`config.mk`:
```
export PLATFORM = sky130hd
export DESIGN_NAME = ccg_ctrl
export DESIGN_NICKNAME = d
export VERILOG_FILES = /design/src/ccg_pkg.sv /design/src/ccg_ctrl.sv
export SDC_FILE = /design/constraint.sdc
export NUM_CORES = 1
export LEC_CHECK = 0
export ABC_AREA = 0
export BUFFER_PORTS_ARGS = -buffer_cell sky130_fd_sc_hd__buf_2
export CORE_AREA = 2 2 39 41
export CTS_CLUSTER_SIZE = 24
export DETAILED_ROUTE_END_ITERATION = 6
export DIE_AREA = 0 0 41 43
export HOLD_SLACK_MARGIN = 0.1
export PLACE_DENSITY = 0.7
export SYNTH_ARGS = -nofsm -noshare
export SYNTH_HDL_FRONTEND = slang
export SYNTH_SLANG_ARGS = --single-unit
```
`constraint.sdc`:
```
create_clock -name i_clk -period 2.41 [get_ports i_clk]
set_input_delay 0.723 -clock i_clk [delete_from_list [all_inputs] [get_ports i_clk]]
set_output_delay 0.723 -clock i_clk [all_outputs]
set_load 0.02 [all_outputs]
```
`src/ccg_pkg.sv`:
```
// ----------------------------------------------------------------------------
// ccg_pkg: shared types and constants of the charge gauge
// Widths, command and status structs between controller and datapath.
// ----------------------------------------------------------------------------
package ccg_pkg;

    localparam int SPP_DEFAULT   = 10;
    localparam int COUNT_W       = 4;
    localparam int DVD_W         = 70;
    localparam int DVS_W         = 22;
    localparam int DCNT_W        = 7;
    localparam int CFG_IDX_W     = 2;
    localparam int CFG_DATA_W    = 32;

    localparam logic [CFG_IDX_W-1:0] REG_GAIN = 2'd0;
    localparam logic [CFG_IDX_W-1:0] REG_CAP  = 2'd1;

    localparam logic [31:0] GAIN_RESET   = 32'd2212495;
    localparam logic [15:0] CAP_RESET    = 16'd2000;
    localparam logic [DVS_W-1:0] MS_PER_HOUR = 22'd3600000;
    localparam logic [31:0] PCT_SCALE    = 32'd10000;

    // ms per hour = 128 * 28125; ceil(2^46 / 28125) is exact for 31-bit operands
    localparam logic [31:0] HOUR_RECIP   = 32'd2501999793;
    localparam int          HD_DIGITS    = 5;

    typedef enum logic [3:0] {
        STEP_IDLE,
        STEP_ACCEPT,
        STEP_MUL_SUM,
        STEP_DIVA,
        STEP_AVG_FIX,
        STEP_MUL_LO,
        STEP_MUL_HI,
        STEP_ACC_HI,
        STEP_DIVD,
        STEP_REM_UPD,
        STEP_PCT_ABS,
        STEP_MUL_PLO,
        STEP_MUL_PHI,
        STEP_ACC_PHI,
        STEP_DIVP,
        STEP_PCT_FIX
    } t_step;

    typedef struct packed {
        t_step step;
        logic  out_load;
        logic  out_close;
    } t_cmd;

    typedef struct packed {
        logic close;
        logic div_busy;
    } t_sts;

endpackage

```
`src/ccg_ctrl.sv`:
```
// ----------------------------------------------------------------------------
// ccg_ctrl: charge gauge controller
// Request handshakes and the step sequence of a period close.
// ----------------------------------------------------------------------------
module ccg_ctrl (
    input  logic          i_clk,
    input  logic          i_rst_n,
    input  logic          i_in_valid,
    output logic          o_in_stall,
    output logic          o_out_valid,
    input  logic          i_out_stall,
    input  ccg_pkg::t_sts i_sts,
    output ccg_pkg::t_cmd o_cmd
);
    import ccg_pkg::*;

    typedef enum logic [4:0] {
        ST_IDLE,
        ST_MUL_SUM,
        ST_DIVA_GO,
        ST_DIVA_WAIT,
        ST_AVG_FIX,
        ST_MUL_LO,
        ST_MUL_HI,
        ST_ACC_HI,
        ST_DIVD_GO,
        ST_DIVD_WAIT,
        ST_REM_UPD,
        ST_PCT_ABS,
        ST_MUL_PLO,
        ST_MUL_PHI,
        ST_ACC_PHI,
        ST_DIVP_GO,
        ST_DIVP_WAIT,
        ST_PCT_FIX,
        ST_OUT
    } t_state;

    t_state r_state;
    t_state n_state;
    logic   r_out_valid;
    logic   n_out_valid;
    logic   out_free;
    logic   accept;

    assign out_free   = !r_out_valid || !i_out_stall;
    assign o_in_stall = !(r_state == ST_IDLE && out_free);
    assign accept     = i_in_valid && !o_in_stall;

    always_comb begin
        n_state         = r_state;
        o_cmd.step      = STEP_IDLE;
        o_cmd.out_load  = 1'b0;
        o_cmd.out_close = 1'b0;
        unique case (r_state)
            ST_IDLE: begin
                if (accept) begin
                    o_cmd.step = STEP_ACCEPT;
                    if (i_sts.close) begin
                        n_state = ST_MUL_SUM;
                    end else begin
                        o_cmd.out_load = 1'b1;
                    end
                end
            end
            ST_MUL_SUM:   begin o_cmd.step = STEP_MUL_SUM; n_state = ST_DIVA_GO; end
            ST_DIVA_GO:   begin o_cmd.step = STEP_DIVA;    n_state = ST_DIVA_WAIT; end
            ST_DIVA_WAIT: begin if (!i_sts.div_busy) n_state = ST_AVG_FIX; end
            ST_AVG_FIX:   begin o_cmd.step = STEP_AVG_FIX; n_state = ST_MUL_LO; end
            ST_MUL_LO:    begin o_cmd.step = STEP_MUL_LO;  n_state = ST_MUL_HI; end
            ST_MUL_HI:    begin o_cmd.step = STEP_MUL_HI;  n_state = ST_ACC_HI; end
            ST_ACC_HI:    begin o_cmd.step = STEP_ACC_HI;  n_state = ST_DIVD_GO; end
            ST_DIVD_GO:   begin o_cmd.step = STEP_DIVD;    n_state = ST_DIVD_WAIT; end
            ST_DIVD_WAIT: begin if (!i_sts.div_busy) n_state = ST_REM_UPD; end
            ST_REM_UPD:   begin o_cmd.step = STEP_REM_UPD; n_state = ST_PCT_ABS; end
            ST_PCT_ABS:   begin o_cmd.step = STEP_PCT_ABS; n_state = ST_MUL_PLO; end
            ST_MUL_PLO:   begin o_cmd.step = STEP_MUL_PLO; n_state = ST_MUL_PHI; end
            ST_MUL_PHI:   begin o_cmd.step = STEP_MUL_PHI; n_state = ST_ACC_PHI; end
            ST_ACC_PHI:   begin o_cmd.step = STEP_ACC_PHI; n_state = ST_DIVP_GO; end
            ST_DIVP_GO:   begin o_cmd.step = STEP_DIVP;    n_state = ST_DIVP_WAIT; end
            ST_DIVP_WAIT: begin if (!i_sts.div_busy) n_state = ST_PCT_FIX; end
            ST_PCT_FIX:   begin o_cmd.step = STEP_PCT_FIX; n_state = ST_OUT; end
            ST_OUT: begin
                if (out_free) begin
                    o_cmd.out_load  = 1'b1;
                    o_cmd.out_close = 1'b1;
                    n_state         = ST_IDLE;
                end
            end
            default: n_state = ST_IDLE;
        endcase
    end

    always_comb begin
        n_out_valid = r_out_valid;
        if (r_out_valid && !i_out_stall) begin
            n_out_valid = 1'b0;
        end
        if (o_cmd.out_load) begin
            n_out_valid = 1'b1;
        end
    end

    always_ff @(posedge i_clk) begin
        if (!i_rst_n) begin
            r_state     <= ST_IDLE;
            r_out_valid <= 1'b0;
        end else begin
            r_state     <= n_state;
            r_out_valid <= n_out_valid;
        end
    end

    assign o_out_valid = r_out_valid;

    a_no_overwrite: assert property (@(posedge i_clk) disable iff (!i_rst_n)
        (r_out_valid && i_out_stall) |-> !o_cmd.out_load)
        else $error("result register overwritten while stalled");

    a_close_starts: assert property (@(posedge i_clk) disable iff (!i_rst_n)
        (accept && i_sts.close) |=> (r_state == ST_MUL_SUM))
        else $error("closing request did not start the period sequence");

    a_div_hold: assert property (@(posedge i_clk) disable iff (!i_rst_n)
        (r_state == ST_DIVD_WAIT && i_sts.div_busy) |=> (r_state == ST_DIVD_WAIT))
        else $error("left divide wait while divider busy");

endmodule

```
==> run summary <==
PLACEMENT
----------------------------------------------------------------------------------
Instance count after placement with tap cells included ..............          102
RD Place Congestion .................................................        0.712
Detail Placement HPWL ...............................................       894 µm
Count of port buffers added during placement ........................           13

CRITICAL PATH
----------------------------------------------------------------------------------
Max stage delay cell, worst path ....................................      dfxtp_1
Slowest Stage Delay on Critical Path ................................      0.60 ns
Sort of element at the end of the critical path .....................   output pin
Kind of critical path ............................................... flop to output pin
Highest net fanout along the worst path .............................           13
Cell repeated most along the worst path .............................      o21ai_0
Kind of start point of the critical path ............................         flop
Data arrival time of the critical path ..............................      1.56 ns
Required time at the endpoint of the critical path ..................      1.69 ns
Crit path cell chain ................................................ nor2_1, nand2_1, o21ai_0, a22oi_1, o21ai_0, buf_2

CLOCK TREE
----------------------------------------------------------------------------------
Total of cells resized after clock tree synthesis ...................            0
Clock insertion delay at the later pin of the skew report ...........      0.23 ns
CTS tree ............................................................         done
Number of buffers added by the clock tree synthesis step ............            3
Post-CTS setup-driven buffer insertion count ........................            0
Clock slew seen by the registers of the worst setup and hold paths ..      0.04 ns
Clock Path Buffers ..................................................            2
Root buffer cell ....................................................     clkbuf_4
Clock tree sinks ....................................................            6
Post-CTS Hold Fix Bufs ..............................................            0
H-tree level count ..................................................            1

DETAILED ROUTING
----------------------------------------------------------------------------------
Routed wire length per instance .....................................      10.7 µm
Average vias per placed instance ....................................         5.20
DRC .................................................................            0
Drt first pass iters ................................................            4
Via Count ...........................................................          546
Remaining number of nets flagged by the antenna check after routing .            0
Routed wire length ..................................................      1.12 mm
Iter 0 DRT Violations ...............................................            8

LAYOUT
----------------------------------------------------------------------------------
Filler-free cell count of the finished design .......................          105
Diode insertion count for antenna repair ............................            0
Number of nets in the finished design ...............................           97
Share of cells above drive strength 1 ...............................        30.3%
Synthesis-to-finish area growth .....................................        18.5%
Final-layout fill cell count ........................................          150

FLOW RUN
----------------------------------------------------------------------------------
Max_cap viols .......................................................            0

STATUS
----------------------------------------------------------------------------------
Run status ..........................................................    completed

PWR
----------------------------------------------------------------------------------
Worst VDD drop ......................................................     0.515 mV
Combinational share of power ........................................        58.0%
Int Pwr .............................................................       346 µW
Switching share of total power ......................................        47.1%
LEAKAGE .............................................................     0.269 nW
PD cells ............................................................  1000 nW/µm²
Net load switching power ............................................       307 µW
Part of the total power dissipated in sequential elements ...........        28.9%
Clock network fraction of design power ..............................        13.1%

GRT
----------------------------------------------------------------------------------
Remaining global-route overflow .....................................            0
Wire length of the first global-routing pass ........................      1.95 mm
Antenna violations before repair ....................................            0
Number of global-route vias before repair ...........................          473
Total Routing Usage GR ..............................................        16.1%
Maximum number of pins on one net before global-route repair ........           14

YOSYS
----------------------------------------------------------------------------------
Syn Std Cell Area ...................................................      549 µm²
Synth cell count leaders ............................................ nand2_1 (12), dfxtp_1 (6), nor2b_1 (5), o21ai_0 (5)
Proportion of netlist area held by the largest area contributor .....        21.9%
Number of enable-type register cells in the synthesized netlist .....            0
Adder-cell share of the synthesized area ............................           0%
Compound-gate portion of the synthesized area .......................        25.7%
Sequential element share of the synthesized area ....................        21.9%
Post-Synthesis Net Count ............................................           83
Most instantiated flip-flop cell in the synthesis netlist ...........      dfxtp_1
Combinational family with the most area after synthesis ............. simple AND/OR/NAND/NOR gates
Number of warning messages in the yosys log .........................            0
Most area-hungry cell type in the Yosys netlist .....................      dfxtp_1
Yosys reg bits ......................................................            6
Largest cells by area after synthesis ............................... dfxtp_1 (22%), nand2_1 (8.2%), nor2b_1 (5.7%)
Multiplexer share of the synthesized area ...........................        1.82%
Post-Synth Simple-Gate Area .........................................        36.7%
Asr flop ratio synth ................................................           0%
Number of distinct library cells after synthesis ....................           33
Xor/xnor cell area share of the yosys netlist .......................        4.78%
Most repeated cell in the gate-level netlist after synthesis ........      nand2_1
Post-Syn Area per Cell ..............................................     7.13 µm²
Cell count after synthesis ..........................................           77

TIMING
----------------------------------------------------------------------------------
Setup repair after global routing missed its margin .................        false
Worst-case headroom to the max-slew limit ...........................        69.0%
Top achievable clock speed ..........................................    0.439 GHz
Max-slew violation count ............................................            0
Clock skew after layout .............................................   0.00169 ns
Number of hold violations in the final report .......................            0
Actual transition at the worst max-transition pin ...................     0.464 ns
Final TNS setup .....................................................         0 ns
Number of endpoints failing setup at the final stage ................            0
Shortest period the worst path allows ...............................      2.28 ns
Post-route clock period utilization .................................        94.5%

MIN PATH
----------------------------------------------------------------------------------
Class of the most critical hold timing path ......................... flop to flop

DIE
----------------------------------------------------------------------------------
Initial cell density of the core ....................................        39.7%
I/O pins ............................................................           14
Vert. Die Dim .......................................................        43 µm
Num rows ............................................................           14
Floorplan Core Area .................................................     1380 µm²
Die area ............................................................     1760 µm²
Die Span X ..........................................................        41 µm

critical path, delay by kind of cell, from the launching register on:
kind	cells	cell delay (ns)
AO/OA/AOI/OAI	3	0.35
AND/OR/NAND/NOR	2	0.21
flip-flops	1	0.60
buffers and inverters	1	0.16
final cells by class:
type | instances | area, µm² | share of cell area, %
Clock buffer | 3 | 22.5 | 3.46
Inverter | 2 | 7.51 | 1.15
Multi-Input combinational cell | 62 | 389 | 59.8
Sequential cell | 6 | 121 | 18.7
Tap cell | 16 | 20.0 | 3.08
Timing Repair Buffer | 16 | 90.1 | 13.8
cells in the final DEF, fill, tap and decap left out, types with 2 or more instances in the layout:
| cell | count |
|---|---|
| nor2_1 | 3 |
| xnor2_1 | 3 |
| o21ai_0 | 4 |
| clkbuf_4 | 3 |
| buf_2 | 12 |
| nor3_1 | 3 |
| a21oi_1 | 3 |
| o21ai_1 | 5 |
| nor2b_1 | 5 |
| nand2b_1 | 2 |
| nand3_1 | 4 |
| nand2_1 | 12 |
| nor3b_1 | 3 |
| dfxtp_1 | 5 |
| buf_4 | 4 |
metrics by stage:
| stage | util, % | instance area, µm² | setup WS [ns] | hold slack (ns) | total power, mW |
|---|---|---|---|---|---|
| 3_3_place_gp | 44.4 | 614 | 0.174 | 0.552 | 0.550 |
| 6_report | 47.0 | 651 | 0.132 | 0.563 | 0.653 |
| 2_1_floorplan | - | 549 | 0.0860 | 0.622 | 0.480 |
| 4_1_cts | 46.0 | 637 | 0.0470 | 0.571 | 0.644 |
| 5_1_grt | 47.0 | 651 | 0.0124 | 0.623 | 0.712 |
| 3_5_place_dp | 44.4 | 614 | 0.145 | 0.559 | 0.554 |
final timing paths:
check	slack [ns]	from	cells after the start	to
worst min register to register	0.56	r_state[0]	2	r_state[0]
worst max register to register	0.74	r_state[1]	5	r_state[2]
worst min-delay path	0.56	r_state[0]	2	r_state[0]
worst max-delay path	0.13	r_state[1]	6	o_cmd[3]
cell families (layout without fill, tap and decap cells):
kind of cell              count (synthesis)  count (layout)
muxes                                     1               1
xor gates and xnor gates                  3               3
DFF                                       6               6
AOI/OAI and AO/OA                        20              20
buffers and inverters                     9              21
and+or+nand+nor                          38              38
sequential cells by signal (all words and copies together) (netlist names):
register and flops:
r_state 5, o_out_valid 1
metal layers:
metal  wire length, µm  share of wire (%)  up-vias  global-route usage (%)
met3                25                2.2        2                    1.57
li1                  -                  -      296                       -
met2               564                 50        5                    22.2
met4                12                1.1        0                    10.0
met5                 0                  0        -                       0
met1               519                 46      243                    22.9
power by group through the flow:
stage,Clock [mW],Combinational (mW),Sequential (mW)
2_1_floorplan,0,0.338,0.142
3_3_place_gp,0,0.365,0.185
3_5_place_dp,0,0.369,0.185
4_1_cts,0.0913,0.370,0.183
5_1_grt,0.0956,0.422,0.195
6_report,0.0853,0.379,0.189
No activity file was read; power rests on OpenSTA's default activity.
